$ cat config.mk
export PLATFORM = sky130hd
export DESIGN_NAME = ax25_address_header_parser
export DESIGN_NICKNAME = d
export VERILOG_FILES = /design/src/design/ahp_pkg.sv /design/src/design/ahp_in_stage.sv /design/src/design/ahp_parse.sv /design/src/design/ahp_out_stage.sv /design/src/design/ax25_address_header_parser.sv
export SDC_FILE = /design/constraint.sdc
export NUM_CORES = 1
export LEC_CHECK = 0
export BUFFER_PORTS_ARGS = -buffer_cell sky130_fd_sc_hd__buf_2
export CORE_MARGIN = 2
export CORE_UTILIZATION = 60
export CTS_BUF_LIST = sky130_fd_sc_hd__clkbuf_4 sky130_fd_sc_hd__clkbuf_8
export DETAILED_ROUTE_END_ITERATION = 8
export MAX_ROUTING_LAYER = met4
export PLACE_DENSITY = 0.9
export SLEW_MARGIN = 20
export SYNTH_ARGS = -nofsm -noshare
export SYNTH_HDL_FRONTEND = slang
export SYNTH_HIERARCHICAL = 1
export SYNTH_SLANG_ARGS = --single-unit
$ cat constraint.sdc
create_clock -name clk -period 3.95 [get_ports clk]
set_clock_uncertainty 0.2 [all_clocks]
set_input_delay 0.1975 -clock clk [delete_from_list [all_inputs] [get_ports clk]]
set_output_delay 0.1975 -clock clk [all_outputs]
set_load 0.005 [all_outputs]
$ cat src/design/ahp_pkg.sv
// ----------------------------------------------------------------------------
// ahp_pkg
// Shared types and codes for the AX.25 address header parser: the input
// beat, the decoded result and the field kind codes.
// ----------------------------------------------------------------------------
package ahp_pkg;

  localparam int CALL_W = 48;

  // Field kind codes carried on the result
  localparam logic [2:0] KIND_DEST = 3'd0;
  localparam logic [2:0] KIND_SRC  = 3'd1;
  localparam logic [2:0] KIND_DIGI = 3'd2;
  localparam logic [2:0] KIND_CTRL = 3'd3;
  localparam logic [2:0] KIND_PID  = 3'd4;

  // Address layout: six callsign bytes, then the SSID byte
  localparam logic [2:0] CALL_BYTES = 3'd6;
  localparam logic [7:0] CHAR_SPACE = 8'h20;

  typedef struct packed {
    logic       frame_start;
    logic [7:0] data_byte;
  } ahp_beat_t;

  typedef struct packed {
    logic [2:0]        field_kind;
    logic [2:0]        digi_index;
    logic [CALL_W-1:0] callsign;
    logic [3:0]        ssid;
    logic              repeated_bit;
    logic              last_address;
    logic [7:0]        byte_value;
    logic [2:0]        digi_count;
  } ahp_result_t;

endpackage

$ cat src/design/ahp_in_stage.sv
// ----------------------------------------------------------------------------
// ahp_in_stage
// Input register: captures one beat whenever the slot is empty or the held
// beat is consumed in the same cycle.
// ----------------------------------------------------------------------------
module ahp_in_stage
  import ahp_pkg::*;
(
  input  logic      clk,
  input  logic      rst_n,
  input  logic      in_valid,
  input  ahp_beat_t in_beat,
  input  logic      consume,
  output logic      in_stall,
  output logic      beat_vld,
  output ahp_beat_t beat
);

  logic      vld_r;
  ahp_beat_t beat_r;
  logic      load;

  assign load     = !vld_r || consume;
  assign in_stall = !load;
  assign beat_vld = vld_r;
  assign beat     = beat_r;

  always_ff @(posedge clk) begin
    if (!rst_n) begin
      vld_r <= 1'b0;
    end else if (load) begin
      vld_r <= in_valid;
    end
  end

  always_ff @(posedge clk) begin
    if (load && in_valid) begin
      beat_r <= in_beat;
    end
  end

endmodule

$ cat src/design/ahp_parse.sv
// ----------------------------------------------------------------------------
// ahp_parse
// Parse state and the one-byte decode step: callsign assembly, SSID byte
// split, control and protocol id capture, digipeater counting.
// ----------------------------------------------------------------------------
module ahp_parse
  import ahp_pkg::*;
#(
  parameter int MAX_DIGIS = 7
) (
  input  logic        clk,
  input  logic        rst_n,
  input  logic        fire,
  input  ahp_beat_t   beat,
  output logic        res_hit,
  output ahp_result_t res
);

  localparam int DS_W = $clog2(MAX_DIGIS + 1);
  localparam logic [DS_W-1:0] DS_MAX = DS_W'(MAX_DIGIS);

  typedef enum logic [6:0] {
    PH_IDLE = 7'b0000001,
    PH_DEST = 7'b0000010,
    PH_SRC  = 7'b0000100,
    PH_DIGI = 7'b0001000,
    PH_CTRL = 7'b0010000,
    PH_PID  = 7'b0100000,
    PH_DONE = 7'b1000000
  } phase_t;

  phase_t            phase_r, phase_nxt, ph;
  logic [2:0]        bia_r, bia_nxt, bia;
  logic [2:0]        ck_r, ck_nxt, ck;
  logic [CALL_W-1:0] cs_r, cs_nxt, cs;
  logic [DS_W-1:0]   ds_r, ds_nxt, ds, ds_inc;
  logic [7:0]        ch;

  always_comb begin
    ph  = phase_r;
    bia = bia_r;
    ck  = ck_r;
    cs  = cs_r;
    ds  = ds_r;
    // frame start restarts the parse at the destination address
    if (beat.frame_start) begin
      ph  = PH_DEST;
      bia = '0;
      ck  = '0;
      cs  = '0;
      ds  = '0;
    end

    ch     = {1'b0, beat.data_byte[7:1]};
    ds_inc = (ds < DS_MAX) ? ds + 1'b1 : ds;

    phase_nxt = ph;
    bia_nxt   = bia;
    ck_nxt    = ck;
    cs_nxt    = cs;
    ds_nxt    = ds;
    res_hit   = 1'b0;
    res       = '0;

    unique case (ph)
      PH_DEST, PH_SRC, PH_DIGI: begin
        if (bia < CALL_BYTES) begin
          // callsign byte: keep unless it is a space
          if (ch != CHAR_SPACE && ck < CALL_BYTES) begin
            for (int i = 0; i < 6; i++) begin
              if (ck == 3'(i)) begin
                cs_nxt[CALL_W-1-8*i -: 8] = cs[CALL_W-1-8*i -: 8] | ch;
              end
            end
            ck_nxt = ck + 3'd1;
          end
          bia_nxt = bia + 3'd1;
        end else begin
          // SSID byte closes the address
          res_hit          = 1'b1;
          res.callsign     = cs;
          res.ssid         = beat.data_byte[4:1];
          res.repeated_bit = beat.data_byte[7];
          res.last_address = beat.data_byte[0];
          bia_nxt          = '0;
          ck_nxt           = '0;
          cs_nxt           = '0;
          priority case (ph)
            PH_DEST: begin
              res.field_kind = KIND_DEST;
              phase_nxt      = PH_SRC;
            end
            PH_SRC: begin
              res.field_kind = KIND_SRC;
              phase_nxt      = beat.data_byte[0] ? PH_CTRL : PH_DIGI;
            end
            default: begin
              res.field_kind = KIND_DIGI;
              res.digi_index = 3'(ds);
              ds_nxt         = ds_inc;
              if (beat.data_byte[0] || ds_inc >= DS_MAX) begin
                phase_nxt = PH_CTRL;
              end
            end
          endcase
        end
      end
      PH_CTRL: begin
        res_hit        = 1'b1;
        res.field_kind = KIND_CTRL;
        res.byte_value = beat.data_byte;
        phase_nxt      = PH_PID;
      end
      PH_PID: begin
        res_hit        = 1'b1;
        res.field_kind = KIND_PID;
        res.byte_value = beat.data_byte;
        res.digi_count = (32'(ds) > 32'd7) ? 3'd7 : 3'(ds);
        phase_nxt      = PH_DONE;
      end
      default: begin
        // idle or done: drop the byte
      end
    endcase
  end

  always_ff @(posedge clk) begin
    if (!rst_n) begin
      phase_r <= PH_IDLE;
      bia_r   <= '0;
      ck_r    <= '0;
      cs_r    <= '0;
      ds_r    <= '0;
    end else if (fire) begin
      phase_r <= phase_nxt;
      bia_r   <= bia_nxt;
      ck_r    <= ck_nxt;
      cs_r    <= cs_nxt;
      ds_r    <= ds_nxt;
    end
  end

endmodule

$ cat src/design/ahp_out_stage.sv
// ----------------------------------------------------------------------------
// ahp_out_stage
// Result register: holds one decoded result until the sink takes it.
// ----------------------------------------------------------------------------
module ahp_out_stage
  import ahp_pkg::*;
(
  input  logic        clk,
  input  logic        rst_n,
  input  logic        fire,
  input  logic        res_hit,
  input  ahp_result_t res,
  input  logic        out_stall,
  output logic        slot_free,
  output logic        out_valid,
  output ahp_result_t out_res
);

  logic        vld_r;
  ahp_result_t res_r;

  assign slot_free = !vld_r || !out_stall;
  assign out_valid = vld_r;
  assign out_res   = res_r;

  always_ff @(posedge clk) begin
    if (!rst_n) begin
      vld_r <= 1'b0;
    end else if (fire) begin
      vld_r <= res_hit;
    end else if (!out_stall) begin
      vld_r <= 1'b0;
    end
  end

  always_ff @(posedge clk) begin
    if (fire && res_hit) begin
      res_r <= res;
    end
  end

endmodule

$ cat src/design/ax25_address_header_parser.sv
// ----------------------------------------------------------------------------
// ax25_address_header_parser
// Decodes the address header of AX.25 frames from a byte stream.
// ----------------------------------------------------------------------------
// The block takes one frame byte per beat, flagged with in_frame_start on the
// first byte of each frame, and reports the destination, source and up to
// MAX_DIGIS digipeater addresses (callsign with spaces dropped, SSID, H bit
// and last-address bit), then the control byte, then the protocol id byte
// together with the digipeater count. Callsign bytes yield no result; payload
// bytes after the protocol id are dropped until the next frame start. A byte
// passes an input register, combinational decode logic and a result register,
// which drives out_valid and the result ports; one new byte is
// accepted every cycle as long as the result register drains. in_stall rises
// only when a byte waits in the input register while the result register is
// full and stalled.
// ----------------------------------------------------------------------------
module ax25_address_header_parser
  import ahp_pkg::*;
#(
  parameter int MAX_DIGIS = 7
) (
  input  logic              clk,
  input  logic              rst_n,
  // input channel
  input  logic              in_valid,
  output logic              in_stall,
  input  logic              in_frame_start,
  input  logic [7:0]        in_data_byte,
  // result channel
  output logic              out_valid,
  input  logic              out_stall,
  output logic [2:0]        out_field_kind,
  output logic [2:0]        out_digi_index,
  output logic [CALL_W-1:0] out_callsign,
  output logic [3:0]        out_ssid,
  output logic              out_repeated_bit,
  output logic              out_last_address,
  output logic [7:0]        out_byte_value,
  output logic [2:0]        out_digi_count
);

  ahp_beat_t   in_beat;
  ahp_beat_t   beat;
  logic        beat_vld;
  logic        slot_free;
  logic        fire;
  logic        res_hit;
  ahp_result_t res;
  ahp_result_t out_res;

  assign in_beat.frame_start = in_frame_start;
  assign in_beat.data_byte   = in_data_byte;

  // advance the held beat whenever the result slot can take its outcome
  assign fire = beat_vld && slot_free;

  ahp_in_stage u_in (
    .clk      (clk),
    .rst_n    (rst_n),
    .in_valid (in_valid),
    .in_beat  (in_beat),
    .consume  (fire),
    .in_stall (in_stall),
    .beat_vld (beat_vld),
    .beat     (beat)
  );

  ahp_parse #(
    .MAX_DIGIS (MAX_DIGIS)
  ) u_parse (
    .clk     (clk),
    .rst_n   (rst_n),
    .fire    (fire),
    .beat    (beat),
    .res_hit (res_hit),
    .res     (res)
  );

  ahp_out_stage u_out (
    .clk       (clk),
    .rst_n     (rst_n),
    .fire      (fire),
    .res_hit   (res_hit),
    .res       (res),
    .out_stall (out_stall),
    .slot_free (slot_free),
    .out_valid (out_valid),
    .out_res   (out_res)
  );

  // unpack the result onto its ports
  assign out_field_kind   = out_res.field_kind;
  assign out_digi_index   = out_res.digi_index;
  assign out_callsign     = out_res.callsign;
  assign out_ssid         = out_res.ssid;
  assign out_repeated_bit = out_res.repeated_bit;
  assign out_last_address = out_res.last_address;
  assign out_byte_value   = out_res.byte_value;
  assign out_digi_count   = out_res.digi_count;

endmodule
==> flow_summary.yaml <==
global_route:
  grt_pass1_wl_mm: 17.9
  antenna_found_initial: 0
  grt-ovfl-total: 0
  grt_use_total: 0.235
  grt_start_max_net_pins: 73
  first_global_vias: 3743
detailed_routing:
  drc: 0
  dr.pass1.iters: 5
  wl_per_cell_um: 16.6
  initialDrtViolationCount: 243
  routed_via_density: 5.68
  drtAntennaViolNets: 0
  vias: 3835
  drt-total-wl_mm: 11.2
worst_setup_path:
  critPathLaunchType: "flip-flop"
  startpoint: "u_in/beat[8]"
  cp.arrival_ns: 3.11
  r2r-start: "u_in/beat[8]"
  cp-end-kind: "flip-flop"
  cp_data_required_time_ns: 3.81
  crit_end: "u_out/out_res[59]"
  reg2reg_depth: 5
  rr_endpoint: "u_out/out_res[59]"
  rrSetupSlack_ns: 0.70
  critPathKind: "flip-flop to flip-flop"
  path_max_fanout: 72
cells_and_area:
  final_area_um2: 6640
  drive_gt1_frac: 0.248
  nets: 571
  area.growth.synth_to_final_pct: 17.7
  num_antenna_cells: 0
  fill_cells: 624
synth:
  yosysWarnings: 6
  synthFlopType: "edfxtp_1"
  synth_area_um2: 5640
  synth_cells: 454
  syn_nets: 474
  ys_ff_latch: 146
  avgSynthCellArea_um2: 12.4
  ys_types: 58
  synth_edf_count: 80
  synthArstFlopShare: 0
  seq_area_frac_synth: 0.661
clocking:
  cts.clk_slew.worst_paths_ns: 0.08
  cts_buffers: 17
  cts_setup_buffers: 0
  cts_tree: "done"
  clkLatencyLatePin_ns: 0.44
  clockBufferDepth: 2
  cts_root_buf: "clkbuf_8"
  htreeDepth: 4
  clock_sinks: 146
power:
  power.density_nw_per_um2: 420
  ir_worst_vdd_mv: 0.218
  p_leak_nw: 2.27
placement:
  gp_congestion: 0.847
  hpwl_mm: 7.24
  placed_cell_area_um2: 6140
  io_buffers: 85
die:
  die_y_um: 101
  ios: 86
  die-area_um2: 10200
  initial_core_util: 0.613
  num_rows: 35
  die_w_um: 101
  core_area_um2: 9200
sta:
  finalCriticalPeriod_ns: 3.25
  period_share: 0.823
  hold_viol_final: 0
  rsz0062_at_grt: "no"
  slew-limit-headroom: 0.359
  finalSetupViolations: 0
  whs_ns: 0.253
  max_freq_mhz: 308
  drv_slew: 0
  fin_tns_setup_ns: 0
  tightestPinTransition_ns: 0.962
run_status:
  status: "finished clean"
run:
  max_cap_violations: 0
min_path:
  worstHoldPathType: "flip-flop to flip-flop"
  min_path_cells: 1
-- routing by layer --
metal  track usage  vias up  routed length, um
met3        0.0596        8                680
met1         0.286     1852               4650
met4        0.0707        0                 56
met5             -        -                  0
met2         0.388      146               5810
li1              -     1829                  -
-- timing repair --
item	4_1_cts	5_1_grt
resized for setup	0	0
hold endpoints to repair	12	0
hold buffers	12	0
setup endpoints to repair	0	0
-- synth_stat cells, types with 2 or more instances --
| cell type | instances | area, um^2 |
|---|---|---|
| nand3b_1 | 2 | 15.0 |
| or4_4 | 2 | 22.5 |
| edfxtp_1 | 80 | 2400 |
| nor4_1 | 4 | 25.0 |
| o21a_1 | 3 | 22.5 |
| nand3_1 | 3 | 15.0 |
| nor3_1 | 5 | 25.0 |
| ha_1 | 7 | 87.6 |
| a31o_2 | 3 | 26.3 |
| a211oi_1 | 3 | 22.5 |
| and2_1 | 76 | 475 |
| a22o_1 | 10 | 87.6 |
| a32o_1 | 7 | 70.1 |
| nor2_1 | 8 | 30.0 |
| a22oi_1 | 2 | 15.0 |
| buf_2 | 7 | 35.0 |
| nand2_1 | 50 | 188 |
| clkbuf_1 | 14 | 52.6 |
| nor2b_1 | 6 | 37.5 |
| nand4_1 | 4 | 25.0 |
| or2_2 | 2 | 12.5 |
| dfxtp_1 | 66 | 1320 |
| and4_1 | 3 | 26.3 |
| a21oi_1 | 11 | 55.1 |
| inv_1 | 6 | 22.5 |
| o2bb2ai_1 | 3 | 26.3 |
| nand2b_1 | 2 | 12.5 |
| o211a_1 | 2 | 20.0 |
| o21ai_0 | 34 | 170 |
-- worst max-delay path: stages, from the launching register on --
cell and delay [ns]:
edfxtp_1 0.69, and3b_1 0.37, o2111a_1 0.20, buf_4 0.41, or2_2 0.20, and2_4 0.75
-- cells by family after synthesis --
logic type / count (synthesis) / share of synthesized area
DFF: 146 / 0.661
and+or+nand+nor: 175 / 0.176
xor gates and xnor gates: 2 / 0.00444
AOI/OAI and AO/OA: 93 / 0.119
adders and majority gates: 7 / 0.0155
muxes: 1 / 0.00178
buffers and inverters: 30 / 0.0222
-- worst min-delay path by stage --
| stage | startpoint | end | slack (ns) |
|---|---|---|---|
| 4_1_cts | in_data_byte[0] | u_in/beat[0] | 0.26 |
| 3_3_place_gp | in_data_byte[0] | u_in/beat[0] | 0.18 |
| 3_5_place_dp | in_data_byte[0] | u_in/beat[0] | 0.18 |
| 2_1_floorplan | in_data_byte[0] | u_in/beat[0] | 0.1 |
| 5_1_grt | in_data_byte[5] | u_in/beat[5] | 0.25 |
| 6_report | u_parse/cs_r[31] | u_parse/cs_r[31] | 0.25 |
-- cell type report --
type,instances,area [um^2],area share
Inverter,8,30.0,0.00453
Clock inverter,15,141,0.0213
Sequential cell,146,3720,0.561
Tap cell,111,139,0.0209
Timing Repair Buffer,100,568,0.0856
Clock buffer,17,234,0.0353
Multi-Input combinational cell,278,1800,0.271
-- metrics by stage --
stage / setup WS [ns] / total power, mW / cells / util
after CTS: 0.715 / 2.80 / 675 / 0.721
after floorplan: 1.41 / 1.71 / 454 / -
after global placement: 0.880 / 1.73 / 631 / 0.668
after detailed placement: 0.738 / 1.74 / 631 / 0.668
final: 0.698 / 2.79 / 675 / 0.721
after global routing: 0.516 / 2.88 / 675 / 0.721
-- state kept, by name, summed over array words and instances, names as in the netlist --
register         flops
u_in/beat            9
u_in/beat_vld        1
u_out/out_res       71
u_out/out_valid      1
u_parse/bia_r        3
u_parse/ck_r         3
u_parse/cs_r        48
u_parse/ds_r         3
u_parse/phase_r      7
-- power by group --
group          leakage, nW  total [mW]  internal (mW)  switching, mW
Clock                0.186        1.07          0.463          0.608
Combinational        0.967      0.0939         0.0345         0.0594
Sequential            1.12        1.62           1.60         0.0201
Total                 2.27        2.79           2.10          0.688
-- cell usage in the layout, fill, tap and decap left out, drive strengths merged, types with 3 or more instances in the layout --
master	n
a32o	7
buf	88
o21ai	35
nand2	50
o21a	3
clkbuf	17
inv	16
nor3	5
dlygate4sd3	12
nor2	8
a21oi	13
nor4	5
nor2b	7
clkinv	5
dfxtp	66
o2bb2ai	4
and4	3
nand3	3
a31o	3
edfxtp	80
and2	77
a22o	10
ha	7
nand4	4
a211oi	4
(Power assumes the default switching activity.)
